[src/sv/hsic_pkg.sv]
// Shared types and constants for the hard-sphere insertion check unit.
// No dependencies; imported by hsic_dist, the top level, the checker and the testbench.
package hsic_pkg;

    // Width of the squared contact distance register (Q16.16 squared units).
    localparam int unsigned DIST_SQ_W = 34;

    typedef logic [DIST_SQ_W-1:0] t_dist_sq;

    // Reset value of the contact distance: (2 * 2.0)^2 in Q16.16.
    localparam t_dist_sq CONTACT_RESET = t_dist_sq'(1048576);

    // Result status codes.
    typedef enum logic [1:0] {
        ST_ACCEPTED = 2'd0,
        ST_OVERLAP  = 2'd1,
        ST_FULL     = 2'd2
    } t_status;

endpackage

[src/sv/hsic_dist.sv]
// Three-stage squared-distance and overlap compare between a candidate and one stored center.
// Depends on hsic_pkg for the contact distance type.
module hsic_dist #(
    parameter int unsigned COORD_BITS = 16
) (
    input  logic                      i_clk,
    input  logic                      i_rst_n,
    input  logic                      i_valid,
    input  logic [3*COORD_BITS-1:0]   i_cand,
    input  logic [3*COORD_BITS-1:0]   i_entry,
    input  hsic_pkg::t_dist_sq        i_limit,
    output logic                      o_hit
);
    import hsic_pkg::*;

    localparam int unsigned SUM_W = 2 * COORD_BITS + 2;
    localparam int unsigned CMP_W = (SUM_W > DIST_SQ_W) ? SUM_W : DIST_SQ_W;

    logic                    r_v1;
    logic                    r_v2;
    logic                    r_hit;
    logic [COORD_BITS-1:0]   r_mag [3];
    logic [2*COORD_BITS-1:0] r_sq  [3];
    logic [COORD_BITS-1:0]   n_mag [3];
    logic [CMP_W-1:0]        w_sum;

    // Stage 1: per-axis difference and its magnitude (always fits in COORD_BITS).
    always_comb begin
        logic signed [COORD_BITS:0] a;
        logic signed [COORD_BITS:0] b;
        logic signed [COORD_BITS:0] d;
        for (int k = 0; k < 3; k++) begin
            a = $signed({i_cand[k*COORD_BITS + COORD_BITS-1],
                         i_cand[k*COORD_BITS +: COORD_BITS]});
            b = $signed({i_entry[k*COORD_BITS + COORD_BITS-1],
                         i_entry[k*COORD_BITS +: COORD_BITS]});
            d = a - b;
            if (d[COORD_BITS]) begin
                d = -d;
            end
            n_mag[k] = d[COORD_BITS-1:0];
        end
    end

    // Stage 3 input: exact sum of the three squares.
    assign w_sum = CMP_W'(r_sq[0]) + CMP_W'(r_sq[1]) + CMP_W'(r_sq[2]);

    always_ff @(posedge i_clk) begin
        for (int k = 0; k < 3; k++) begin
            r_mag[k] <= n_mag[k];
            r_sq[k]  <= r_mag[k] * r_mag[k];
        end
        if (!i_rst_n) begin
            r_v1  <= 1'b0;
            r_v2  <= 1'b0;
            r_hit <= 1'b0;
        end else begin
            r_v1  <= i_valid;
            r_v2  <= r_v1;
            r_hit <= r_v2 && (w_sum <= CMP_W'(i_limit));
        end
    end

    assign o_hit = r_hit;

endmodule

[config.mk]
export PLATFORM = sky130hd
export DESIGN_NAME = hsic_dist
export DESIGN_NICKNAME = d
export VERILOG_FILES = /design/src/sv/hsic_pkg.sv /design/src/sv/hsic_dist.sv
export SDC_FILE = /design/constraint.sdc
export NUM_CORES = 2
export LEC_CHECK = 0
export BUFFER_PORTS_ARGS = -buffer_cell sky130_fd_sc_hd__buf_2
export CAP_MARGIN = 10
export CORE_UTILIZATION = 55
export CTS_CLUSTER_DIAMETER = 200
export DETAILED_ROUTE_END_ITERATION = 12
export PLACE_DENSITY = 0.7
export SLEW_MARGIN = 20
export SYNTH_ARGS = -nofsm -noshare
export SYNTH_HDL_FRONTEND = slang
export SYNTH_SLANG_ARGS = --single-unit
[constraint.sdc]
create_clock -name i_clk -period 10.4 [get_ports i_clk]
set_clock_uncertainty 0.05 [all_clocks]
set_input_delay 0.52 -clock i_clk [delete_from_list [all_inputs] [get_ports i_clk]]
set_output_delay 0.52 -clock i_clk [all_outputs]
set_load 0.1 [all_outputs]
-- After elaboration in Yosys (flattened, before gate mapping)
Memory sizes are Yosys's and may differ from the RTL's.
Index checks and enable logic that the tools add are counted.
- add/subtract/negate cells: 8
- multiply operators: 3
- $lt $le $gt $ge: 1
- multiplexer cells: 3
- reduce and logical (&&, ||, !) cells: 1
- operators by type and width (kind ; number):
    16-bit by 16-bit multiplier with 32-bit output ; 3
    16-bit by 16-bit subtractor with 17-bit output ; 3
    16-bit two-way mux ; 3
    16-bit negator ; 3
    33-bit by 32-bit adder with 34-bit output ; 1
    34-bit <= comparator ; 1
    32-bit by 32-bit adder with 33-bit output ; 1
    1-bit logical AND ; 1
- bits in registers: 3
- bits in writable memories: 144
- output and inout bits: 1
- memories kept: 2
- memories (name ; words ; width ; read ports ; clocked after Yosys merged registers in ; wr ports ; RTL line ; text):
    r_sq ; 3 ; 32 ; 3 ; 0 ; 3 ; hsic_dist.sv:23 ; logic [2*COORD_BITS-1:0] r_sq [3];
    r_mag ; 3 ; 16 ; 3 ; 0 ; 3 ; hsic_dist.sv:22 ; logic [COORD_BITS-1:0] r_mag [3];

-- Longest topological paths before layout
- depth in word-level cells: 4
- depth in mapped cells: 26
- gate-level depth less buffers: 24

-- Least setup slack after synthesis
No wires, ideal clock.
- path kind: flip-flop to flip-flop
- start point: mem r_mag[0][9]
- end point: mem r_sq[0][30] (netlist bit)
- data arrival time: 6.425 ns
- required time: 10.223 ns
- path slack: 3.798 ns
- cell stages (with the launch flop): 26
- path buffers: 2
- clock period less this slack: 6.602 ns
- path through: dfxtp_1 clkbuf_1 and2_1 inv_1 fa_1 inv_1 fa_1 inv_1 fa_1 inv_1 fa_1 fa_1 inv_1 fa_1 inv_1 ha_1 clkbuf_1 a2111oi_0 o21ai_1 o21a_1 a311o_1 a41oi_1 o211ai_1 a221oi_1 or3_1 nand3_1
- RTL lines (what ; RTL line):
    start: declaration ; hsic_dist.sv:22
    end: declaration ; hsic_dist.sv:23

==> run summary <==
Vias per Instance: 5.26
Mapped Avg Cell Area: 8.89 µm²
Multi-input gate area: 24500 µm²
Layout cells sized above 1: 5.70%
EDFF count, synth: 0
Vias in the first global route: 23530
Async set-reset flop share out of synthesis: 0%
Clock slew at reported path FFs: 70 ps
Status: finished, final reports clean
Seq/Total Area, Yosys: 9.33%
Met2 GRT Util: 41.9%
Total number of vias: 22742
Max Slew Vio Count: 0
GRT met3 Usage: 3.21%
CTS Root Cell: clkbuf_16
# fillers: 4993
Post-route ant nets: 0
CTS Hold Bufs: 0
Flops & latches, synth: 144
GRT Resource Usage Total: 25.0%
Setup CP Type: reg -> reg
Crit path required time: 10710 ps
Detailed Routing Iterations Pass 1: 7
Post-Syn Area: 30900 µm²
Die X: 239 µm
Post-CTS Setup Inserts: 0
Full die area: 57200 µm²
TritonCTS buffer count: 17
Detailed Place HPWL: 57300 µm
Core box area: 55300 µm²
Fin crit period: 7160 ps
Initial core utilization: 55.9%
Nets: 4636
Post-Synthesis Cells: 3478
Critical path peak fanout: 14
Diode count: 0
Met1 Use GR: 34.1%
First-pass GRT wire length: 113000 µm
Final WL: 67000 µm
Post-DR wirelength/cell: 15.5 µm
Final setup violation count: 0
RSZ-0062 raised after global routing: no
FF/Latch Area: 2880 µm²
Slew @ Worst Pin: 1050 ps
Num Clock Sinks: 144
Crit path capture type: flip-flop
IO buf count: 133
Chip height: 239 µm
Gp weighted congestion: 0.924
Final period util: 68.8%
Top Usage Layer GRT: met2
Rel. slew slack: 29.7%
CP startpoint kind: flip-flop
Grt ovf: 0
Starting DRC count in detailed routing: 1163
Hold Path Class: in -> reg
Ports: 134
Clock latency on the worst-skew pair: 480 ps
Post-layout util: 59.4%
Row count: 86
Area grow syn2layout: 6.24%
CTS tree: yes
Max Freq: 140 MHz
Max clock buf depth: 2
Largest net degree at the start of global routing: 21
Critical path arrival: 7460 ps
Post_cts resized: 0
Residual DRC: 0
Setup TNS: 0 ps
Netlist cell types: 81
Ys flop type: dfxtp_1
Final hold vios: 0
Initial antenna violation count: 0
H-Tree Depth: 4
Max-Cap Viols: 0
Ys Warns: 0
-- cell usage in the layout (no fill, tap or decap), types with 15 or more instances in the layout --
cell type / n
a211oi_1: 20
a21o_1: 71
a21oi_1: 128
a31oi_1: 23
and2_1: 133
and3_1: 17
buf_2: 133
clkbuf_16: 17
dfxtp_1: 144
fa_1: 520
ha_1: 419
inv_1: 867
nand2_1: 264
nand2b_1: 23
nand3_1: 32
nand4_1: 15
nor2_1: 155
nor2b_1: 36
nor3_1: 38
o21a_1: 32
o21ai_0: 39
o21ai_1: 29
o21bai_1: 24
xnor2_1: 143
xor2_1: 58
-- kinds of logic (layout without fill, tap and decap cells) --
group	Yosys count	in the layout	synth area share, %
AOI/OAI and AO/OA	472	472	10.3
xor gates and xnor gates	203	203	5.80
adders and majority gates	939	939	50.6
buffers and inverters	938	1035	11.4
DFF	144	144	9.33
muxes	9	9	0.316
other	1	2	0.0121
and+or+nand+nor	772	772	12.2
-- final cells by class --
type	count	area share (%)
Multi-Input combinational cell	2397	74.7
Tap cell	748	2.85
Timing Repair Buffer	137	2.12
Clock inverter	13	0.328
Clock buffer	18	1.34
Inverter	867	9.91
Sequential cell	144	8.78
-- stage by stage --
stage | instances | cell area (µm²) | hold WS [ps] | setup slack (ps)
2_1_floorplan | 3479 | 30900 | 304 | 3800
3_3_place_gp | 4293 | 32300 | 392 | 3400
3_5_place_dp | 4293 | 32300 | 371 | 3280
4_1_cts | 4324 | 32800 | 165 | 3260
5_1_grt | 4324 | 32800 | 179 | 2690
6_report | 4324 | 32800 | 200 | 3240
-- state kept, by name, summed over array words and instances, names as in the netlist --
register / flops
o_hit: 1
r_mag: 48
r_v1: 1
r_sq: 93
r_v2: 1
-- cell usage after synthesis (all sizes together) (12+ instances only) --
cell,number,area [µm²]
nor2,155,582
or3,12,80.1
dfxtp,144,2880
ha,419,5240
a21oi,128,641
nand4,16,106
xnor2,144,1270
a31oi,24,150
a21o,71,533
clkbuf,71,267
inv,867,3250
nand2,264,991
o21ai,68,340
a211oi,21,163
o21bai,24,180
o21a,32,240
nand2b,23,144
nand3,32,160
xor2,59,524
nor3,38,190
and2,133,832
and3,17,106
fa,520,10400
nor2b,36,225
-- layer usage --
metal,part of all wire [%],vias to the layer above
met1,45,11120
met2,48,482
met4,1.9,0
li1,-,11060
met3,4.9,80
met5,0,-
-- worst max-delay path, cell delays in order (launching register included) --
cell	delay (ps)
dfxtp_1	610
inv_1	250
nor2_1	220
ha_1	280
xor2_1	190
fa_1	540
inv_1	50
fa_1	480
fa_1	510
fa_1	490
inv_1	50
fa_1	470
inv_1	40
ha_1	380
a2111oi_0	410
o21ai_1	130
o21a_1	140
a311o_1	350
a41oi_1	390
o211ai_1	270
a221oi_1	510
or3_1	190
nand3_1	70
-- final timing paths --
kind	start	to	slack, ps	depth (start not counted)
worst max-delay path	r_mag[0][13]	r_sq[0][30]	3240	22
worst min-delay path	i_valid	r_v1	200	2
worst max register to register	r_mag[0][13]	r_sq[0][30]	3240	22
worst min register to register	r_v1	r_v2	410	1
Power is left out: the tool's default activity adds up to more than one toggle a clock period on the data nets, which glitch-free logic cannot reach.
