`config.mk`:
```
export PLATFORM = sky130hd
export DESIGN_NAME = hsic_cell
export DESIGN_NICKNAME = d
export VERILOG_FILES = /design/src/sv/hsic_cell.sv
export SDC_FILE = /design/constraint.sdc
export NUM_CORES = 1
export LEC_CHECK = 0
export ABC_AREA = 1
export BUFFER_PORTS_ARGS = -buffer_cell sky130_fd_sc_hd__buf_2
export CORE_MARGIN = 2
export CORE_UTILIZATION = 44
export DETAILED_ROUTE_END_ITERATION = 10
export PLACE_DENSITY = 0.82
export SLEW_MARGIN = 20
export SYNTH_ARGS = -nofsm -noshare
export SYNTH_HDL_FRONTEND = slang
export SYNTH_SLANG_ARGS = --single-unit
export TNS_END_PERCENT = 30
```
`constraint.sdc`:
```
create_clock -name i_clk -period 4.95 [get_ports i_clk]
set_input_delay 0.7425 -clock i_clk [delete_from_list [all_inputs] [get_ports i_clk]]
set_output_delay 0.7425 -clock i_clk [all_outputs]
set_load 0.03 [all_outputs]
```
`src/sv/hsic_cell.sv`:
```
// One storage cell of the sphere ring: holds one stored center (x, y, z).
// Depends on nothing but its parameter; instantiated in a ring by the top level.
module hsic_cell #(
    parameter int unsigned ENTRY_W = 48
) (
    input  logic               i_clk,
    input  logic               i_shift,
    input  logic               i_load,
    input  logic [ENTRY_W-1:0] i_load_data,
    input  logic [ENTRY_W-1:0] i_prev,
    output logic [ENTRY_W-1:0] o_data
);

    logic [ENTRY_W-1:0] r_pos;
    logic [ENTRY_W-1:0] n_pos;

    // A load only happens while the ring is at rest, so it never meets a shift.
    always_comb begin
        n_pos = r_pos;
        if (i_load) begin
            n_pos = i_load_data;
        end else if (i_shift) begin
            n_pos = i_prev;
        end
    end

    always_ff @(posedge i_clk) begin
        r_pos <= n_pos;
    end

    assign o_data = r_pos;

endmodule

```
[Yosys cells after proc, flatten, opt, wreduce, memory -nomap -nowiden]
Index checks and enable logic that the tools add are counted.
Word-level totals
  register bits after elaboration: 48
  word-level logic and storage cells: 4
  bits of input ports: 99
Operators by class
  multiplexer cells: 2
  reduce and logical (&&, ||, !) cells: 1
Operators by type and width (number)
  $mux W48: 2
  $reduce_bool A2 Y1: 1

[Logic depth before layout (Yosys ltp)]
Gate-level depths: netlist (run 1).
  word-level depth: 2
  gate-level depth with buffers: 6

[Least setup slack after synthesis (run 1)]
No wires, ideal clock.
  path type: in2reg
  from: input port i_load
  to: register r_pos[0], in the netlist o_data[0] (enable)
  data arrival time: 2.090 ns
  path slack: 2.452 ns
  path buffers: 2
  stages on the path: 3
  path through: buf_2 > buf_6 > or2_1
On the way
  word-level cells in the longest chain between the ends: 1
Ends and longest elaborated chain
  start: declaration: line 8  | input logic i_load,
  $reduce_bool A2 Y1 (no line)
  end signal: assignment: line 28  | r_pos <= n_pos;
  end: declaration: line 14  | logic [ENTRY_W-1:0] r_pos;
No other way between the ends.
A chain may end at the register's enable or synchronous reset.

[Worst setup path after layout (run 1)]
  from: input port i_load
  to: register r_pos[32], in the netlist o_data[32] (enable)
Same word-level chain as after synthesis.

==> metrics.md, run 1 <==
| Metric | Value |
|---|---|
| Remaining max-slew budget at the tightest pin | `about half` |
| Maximum resistive drop on vdd | `0.1734 mV` |
| Main combinational cell family by area after synthesis | `simple AND/OR/NAND/NOR gates` |
| Number of antenna repair diodes | `0` |
| Critical path start-end classification | `in2reg` |
| Number of antenna violations at the first check in global routing | `0` |
| Die extent in y | `about 73 µm` |
| Number of detailed-routing iterations run before antenna repair | `4` |
| Number of buffers inserted during clock tree synthesis | `5` |
| Number of warning messages in the yosys log | `0` |
| Critical path peak fanout | `50` |
| Cells after synthesis | `~200` |
| Max-slew violation total from the final report | `0` |
| Clock network power share | `between 20% and 30%` |
| Clk root buf | `sky130_fd_sc_hd__clkbuf_8` |
| Register bit count reported by yosys | `between 40 and 50` |
| CTS tree | `done` |
| Average footprint of a synthesized cell | `approximately 10 µm²` |
| Die outline width | `72.67 µm` |
| Hold Buf Count CTS | `0` |
| Total number of H-tree levels | `2` |
| Maximum number of pins on one net before global-route repair | `51` |
| Critical Path Start | `i_load` |
| Number of setup buffers added after CTS | `0` |
| Post-synthesis xor/xnor area fraction | `0%` |
| Hold path start | `i_prev[11]` |
| Post-Synthesis Net Count | `slightly above 300` |
| Hold Slack | `~0.71 ns` |
| Startpoint type of the worst setup path | `input pin` |
| Final critical delay including setup and external delays | `1.955 ns` |
| Post-detailed-route count of antenna-violating nets | `0` |
| DRC errors left | `0` |
| Wire length of the first global-routing pass | `a little over 7000 µm` |
| Share of synthesized area occupied by flip-flops and latches | `between 60% and 70%` |
| Number of DRC markers in iteration 0 | `around 120` |
| Switching part of the total power | `29.56%` |
| Total core area | `around 4400 µm²` |
| Number of distinct standard cells referenced by the synthesized netlist | `7` |
| Number of failing hold endpoints at the final stage | `0` |
| Timing-limited maximum frequency | `a little over 0.5 GHz` |
| HP Class | `in2reg` |
| Total number of clock tree sinks | `48` |
| Nature of the critical path endpoint | `flop` |
| Number of filler instances in the final layout | `roughly 370` |
| Count of input and output buffers | `about 150` |
| Run status | `complete, no violations` |
| Final wirelength | `roughly 4700 µm` |
| Relative area change from synthesis to final layout | `38.72%` |
| Cts repair resizes | `0` |
| Post-CTS clock slew at the launch and capture registers of the worst setup and hold paths | `0.08 ns` |
| Overall fraction of global-route tracks in use | `roughly 18%` |
| Unrepaired setup endpoints after global routing | `no` |
| PD cells | `~330 nW/µm²` |
| Full die area | `between 5000 and 6000 µm²` |
| Actual transition at the worst max-transition pin | `about 0.73 ns` |
| Number of ports placed on the die boundary | `147` |
| Post-Synth Adder-Cell Area | `0%` |
| Core Util, Final | `64.75%` |
| Total Neg Setup Slack | `0 ns` |
| Netlist Area Pre-Place | `2074 µm²` |
| Number of global-route vias before repair | `between 1500 and 2000` |
| Total congestion overflow after global routing | `0` |
| Max Cap Violations | `0` |
| Proportion of layout cells with a drive suffix above 1 | `between 40% and 50%` |
| Data required time at the worst endpoint | `approximately 4.9 ns` |
| Routability congestion estimate | `just under 0.8` |
| Switching power total | `280.1 µW` |
| Ratio of routed vias to standard cells | `about 4.5` |
| Final setup fails | `0` |
| Placement row count | `24` |
| Simple-gate share of the synthesized area | `about a quarter` |
| Average wire length per cell after detail routing | `between 10 and 15 µm` |
| Power Internal | `between 600 and 700 µW` |
| Combinational fraction of design power | `a little under a quarter` |
| Share of the cycle needed by the critical path after routing | `roughly two fifths` |
| Proportion of synthesized area in mux cells | `0%` |
| Worst Path Arrival | `around 1.9 ns` |
| Initial core utilization | `between 40% and 50%` |
| Fraction of power consumed by sequential logic | `53.7%` |
| Capture point of the critical path | `o_data[32]` |
| Total Power | `approximately 950 µW` |
| Leak pwr | `1.548 nW` |
| Final net count | `about 450` |
| CTS Buffer Depth | `2` |
| Number of flip-flops under the largest register name | `48` |
| Total half-perimeter wirelength after legalization and detailed placement | `3410 µm` |
| Synthesized-area fraction occupied by ao, oa, aoi and oai cells | `0%` |
| DR vias | `about 1800` |
==> critical path, stage by stage <==
cell,delay (ns)
sky130_fd_sc_hd__buf_2,0.07
sky130_fd_sc_hd__buf_4,0.40
sky130_fd_sc_hd__or2_4,0.63
==> final cells by class <==
| cell class | count | area, µm² | area share, % |
|---|---|---|---|
| Clock inverter | 1 | 3.754 | 0.1304 |
| Sequential cell | 48 | 1441 | 50.09 |
| Inverter | 1 | 3.754 | 0.1304 |
| Tap cell | 52 | 65.06 | 2.261 |
| Multi-Input combinational cell | 145 | 549.3 | 19.09 |
| Clock buffer | 7 | 76.32 | 2.652 |
| Timing Repair Buffer | 147 | 738.2 | 25.65 |
==> synth_stat cells <==
master | number | area share, %
sky130_fd_sc_hd__or2_1 | 1 | 0.30
sky130_fd_sc_hd__inv_2 | 1 | 0.18
sky130_fd_sc_hd__buf_2 | 6 | 1.4
sky130_fd_sc_hd__buf_6 | 4 | 2.2
sky130_fd_sc_hd__edfxtp_1 | 48 | 69
sky130_fd_sc_hd__buf_4 | 1 | 0.36
sky130_fd_sc_hd__nand2_1 | 144 | 26
==> power groups by stage <==
stage          Combinational, mW  Sequential [mW]  Clock, mW
2_1_floorplan             0.0456            0.614          0
6_report                   0.223            0.508      0.216
5_1_grt                    0.241            0.513      0.236
3_5_place_dp               0.224            0.519          0
4_1_cts                    0.225            0.509      0.223
3_3_place_gp               0.220            0.516          0
==> layout by cell type, fill, tap and decap left out <==
cell,n
sky130_fd_sc_hd__buf_2,146
sky130_fd_sc_hd__nand2_1,144
sky130_fd_sc_hd__edfxtp_1,48
sky130_fd_sc_hd__clkbuf_8,5
sky130_fd_sc_hd__clkbuf_1,2
sky130_fd_sc_hd__inv_2,1
sky130_fd_sc_hd__or2_4,1
sky130_fd_sc_hd__clkinv_1,1
sky130_fd_sc_hd__buf_4,1
==> metal layers <==
metal	up-vias	wire (µm)	GRT usage, %
met5	-	0	0
met4	0	77	6.790
met3	9	416	6.630
met2	91	2395	34.14
met1	776	1798	16.68
li1	936	-	-
==> worst min path at each step <==
| stage | to | slack [ns] | depth (start not counted) |
|---|---|---|---|
| after floorplan | o_data[0] | 0.92 | 2 |
| after global placement | o_data[14] | 1.01 | 3 |
| after detailed placement | o_data[11] | 1.01 | 3 |
| after CTS | o_data[11] | 0.70 | 3 |
| after global routing | o_data[47] | 0.69 | 3 |
| final | o_data[11] | 0.71 | 3 |
==> metrics by stage <==
stage / instances / area (µm²) / worst slack [ns]
6_report: 401 / 2878 / 2.996
5_1_grt: 401 / 2878 / 2.915
4_1_cts: 401 / 2875 / 2.654
3_5_place_dp: 393 / 2795 / 2.341
3_3_place_gp: 393 / 2795 / 2.431
2_1_floorplan: 205 / 2074 / 2.452
==> cell families (layout without fill, tap and decap cells) <==
kind of cell / after synthesis / in the layout
DFF: 48 / 48
and+or+nand+nor: 145 / 145
buffers and inverters: 12 / 156
(Power assumes the default switching activity.)
==> inputs of run 2 (changes only) <==
Settings changed: CORE_UTILIZATION 44 to 41, PLACE_DENSITY 0.82 to 0.77.
Clock period 4.95 ns to 1.8 ns, I/O delays scaled along.
==> metrics.md, run 2 (same netlist as run 1, synthesis figures left out) <==
| Metric | Value |
|---|---|
| Nature of the critical path endpoint | `output port (was flop)` |
| Post-CTS clock slew at the launch and capture registers of the worst setup and hold paths | `0.08 ns (about the same)` |
| Max Cap Violations | `0 (unchanged)` |
| Total Power | `2.591 mW (was 947.5 µW)` |
| Die extent in y | `75.13 µm (was 72.67 µm)` |
| Routability congestion estimate | `0.7554 (was 0.7711)` |
| Final wirelength | `4688 µm (unchanged)` |
| Die outline width | `75.13 µm (was 72.67 µm)` |
| Leak pwr | `1.553 nW (was 1.548 nW)` |
| Total congestion overflow after global routing | `0 (unchanged)` |
| Number of antenna repair diodes | `0 (unchanged)` |
| Timing-limited maximum frequency | `about 0.89 GHz` |
| Number of DRC markers in iteration 0 | `67 (was 122)` |
| Hold path start | `i_prev[20] (was i_prev[11])` |
| Placement row count | `25 (was 24)` |
| Power Internal | `1.829 mW (was 667.5 µW)` |
| Number of detailed-routing iterations run before antenna repair | `4 (unchanged)` |
| Number of failing hold endpoints at the final stage | `0 (unchanged)` |
| Total number of clock tree sinks | `48 (unchanged)` |
| Worst Hold Endpoint | `o_data[20] (was o_data[11])` |
| Worst Path Arrival | `0.85 ns (was 1.88 ns)` |
| Initial core utilization | `43.35% (was 46.68%)` |
| Worst hold path stage count | `3 (unchanged)` |
| CTS tree | `done (unchanged)` |
| PD cells | `893.8 nW/µm² (was 329.3 nW/µm²)` |
| Number of global-route vias before repair | `1660 (was 1712)` |
| Fraction of power consumed by sequential logic | `53.9% (was 53.7%)` |
| Critical path start-end classification | `reg2out (was in2reg)` |
| Final net count | `448 (was 447)` |
| Area used by sequential logic in the layout | `1441 µm² (unchanged)` |
| Number of setup buffers added after CTS | `0 (unchanged)` |
| Family of cells with the greatest summed delay on the critical path | `flip-flops (was simple AND/OR/NAND/NOR gates)` |
| Longest individual stage delay on the worst path | `0.37 ns (was 0.63 ns)` |
| Number of buffers inserted during clock tree synthesis | `5 (unchanged)` |
| Post-detailed-route count of antenna-violating nets | `0 (unchanged)` |
| Actual transition at the worst max-transition pin | `0.7700 ns (was 0.7312 ns)` |
| CTS Buffer Depth | `2 (unchanged)` |
| Final setup fails | `0 (unchanged)` |
| Worst setup slack after placement | `0.4429 ns (was 2.341 ns)` |
| Overall fraction of global-route tracks in use | `16.72% (was 17.73%)` |
| CP max stage cell | `sky130_fd_sc_hd__edfxtp_1 (was sky130_fd_sc_hd__or2_4)` |
| Relative area change from synthesis to final layout | `39.75% (was 38.72%)` |
| Total Neg Setup Slack | `0 ns (unchanged)` |
| Clk root buf | `sky130_fd_sc_hd__clkbuf_8 (unchanged)` |
| Final design area excluding fillers | `2899 µm² (was 2878 µm²)` |
| Total half-perimeter wirelength after legalization and detailed placement | `3525 µm (was 3410 µm)` |
| Run status | `complete, no violations (unchanged)` |
| Combinational fraction of design power | `23.8% (was 23.6%)` |
| Core Util, Final | `60.58% (was 64.75%)` |
| Number of filler instances in the final layout | `414 (was 365)` |
| Area of the multi-input gates | `546.8 µm² (was 549.3 µm²)` |
| Bufs and invs on worst path | `1 (was 2)` |
| DR vias | `1840 (was 1812)` |
| Number of antenna violations at the first check in global routing | `0 (unchanged)` |
| Post-Place Cell Area | `2821 µm² (was 2795 µm²)` |
| Max-slew violation total from the final report | `0 (unchanged)` |
| Hold Buf Count CTS | `0 (unchanged)` |
| Startpoint type of the worst setup path | `flop (was input pin)` |
| Remaining max-slew budget at the tightest pin | `48.59% (was 51.18%)` |
| Maximum resistive drop on vdd | `0.4540 mV (was 0.1734 mV)` |
| Commonest cells after routing, fill and taps aside | `sky130_fd_sc_hd__buf_2, sky130_fd_sc_hd__nand2_1, sky130_fd_sc_hd__edfxtp_1 (unchanged)` |
| Maximum number of pins on one net before global-route repair | `49 (was 51)` |
| Total core area | `4786 µm² (was 4444 µm²)` |
| Share of the cycle needed by the critical path after routing | `between 60 and 70%` |
| Number of ports placed on the die boundary | `147 (unchanged)` |
| Switching part of the total power | `29.40% (was 29.56%)` |
| Total number of H-tree levels | `2 (unchanged)` |
| Cts repair resizes | `0 (unchanged)` |
| Critical path peak fanout | `1 (was 50)` |
| Ratio of routed vias to standard cells | `4.423 (was 4.519)` |
| Count of input and output buffers | `146 (unchanged)` |
| Data required time at the worst endpoint | `1.53 ns (was 4.88 ns)` |
| Switching power total | `761.9 µW (was 280.1 µW)` |
| Unrepaired setup endpoints after global routing | `no (unchanged)` |
| Commonest non-fill, non-tap cell in the layout | `sky130_fd_sc_hd__buf_2 (unchanged)` |
| HP Class | `in2reg (unchanged)` |
| Average wire length per cell after detail routing | `11.27 µm (was 11.69 µm)` |
| Wire length of the first global-routing pass | `6975 µm (was 7065 µm)` |
| DRC errors left | `0 (unchanged)` |
| Proportion of layout cells with a drive suffix above 1 | `44.70% (was 44.13%)` |
| Crit path cell chain | `buf_2 (was buf_2 -> buf_4 -> or2_4)` |
| Full die area | `5645 µm² (was 5280 µm²)` |
| Final critical delay including setup and external delays | `1.119 ns` |
| Post-route setup slack | `0.6807 ns (was 2.996 ns)` |
| Number of flip-flops under the largest register name | `48 (unchanged)` |
| Clock network power share | `22.3% (was 22.8%)` |
## run 2: how the worst max path moves through the flow
stage | to | from | cells after the start | slack, ns
after floorplan | o_data[0] | i_load | 3 | 0.25
after global placement | o_data[31] | i_load | 3 | 0.47
after detailed placement | o_data[34] | i_load | 3 | 0.44
after CTS | o_data[23] | o_data[23] | 1 | 0.66
after global routing | o_data[6] | i_load | 4 | 0.60
final | o_data[23] | o_data[23] | 1 | 0.68
## run 2: cell type report
class                      instances  share of cell area (%)
sequential                        48                   49.72
clock buffer                       6                   2.503
inverter                           1                  0.1295
multi-input combinational        145                   18.86
timing repair buffer             148                   25.72
tap                               67                   2.892
clock inverter                     1                  0.1726
## run 2: layer usage
layer	vias to the layer above	share of wire, %	wire (µm)	global-route usage, %
met2	95	51	2397	30.02
met1	800	37	1741	17.89
met5	-	0	0	0
met4	0	1.2	55	5.848
met3	6	11	494	6.560
li1	939	-	-	-
## run 2: power by group through the flow
stage | sequential (mW) | combinational, mW | clock, mW
after global placement | 1.42 | 0.616 | 0
after CTS | 1.40 | 0.625 | 0.602
after floorplan | 1.69 | 0.126 | 0
final | 1.40 | 0.617 | 0.578
after detailed placement | 1.42 | 0.624 | 0
after global routing | 1.41 | 0.670 | 0.650
## run 2: metrics by stage
step / instances / hold WS, ns
floorplan: 205 / 0.4486
global placement: 409 / 0.5388
detailed placement: 409 / 0.5380
CTS: 416 / 0.2329
global route: 416 / 0.2296
finish: 416 / 0.2413
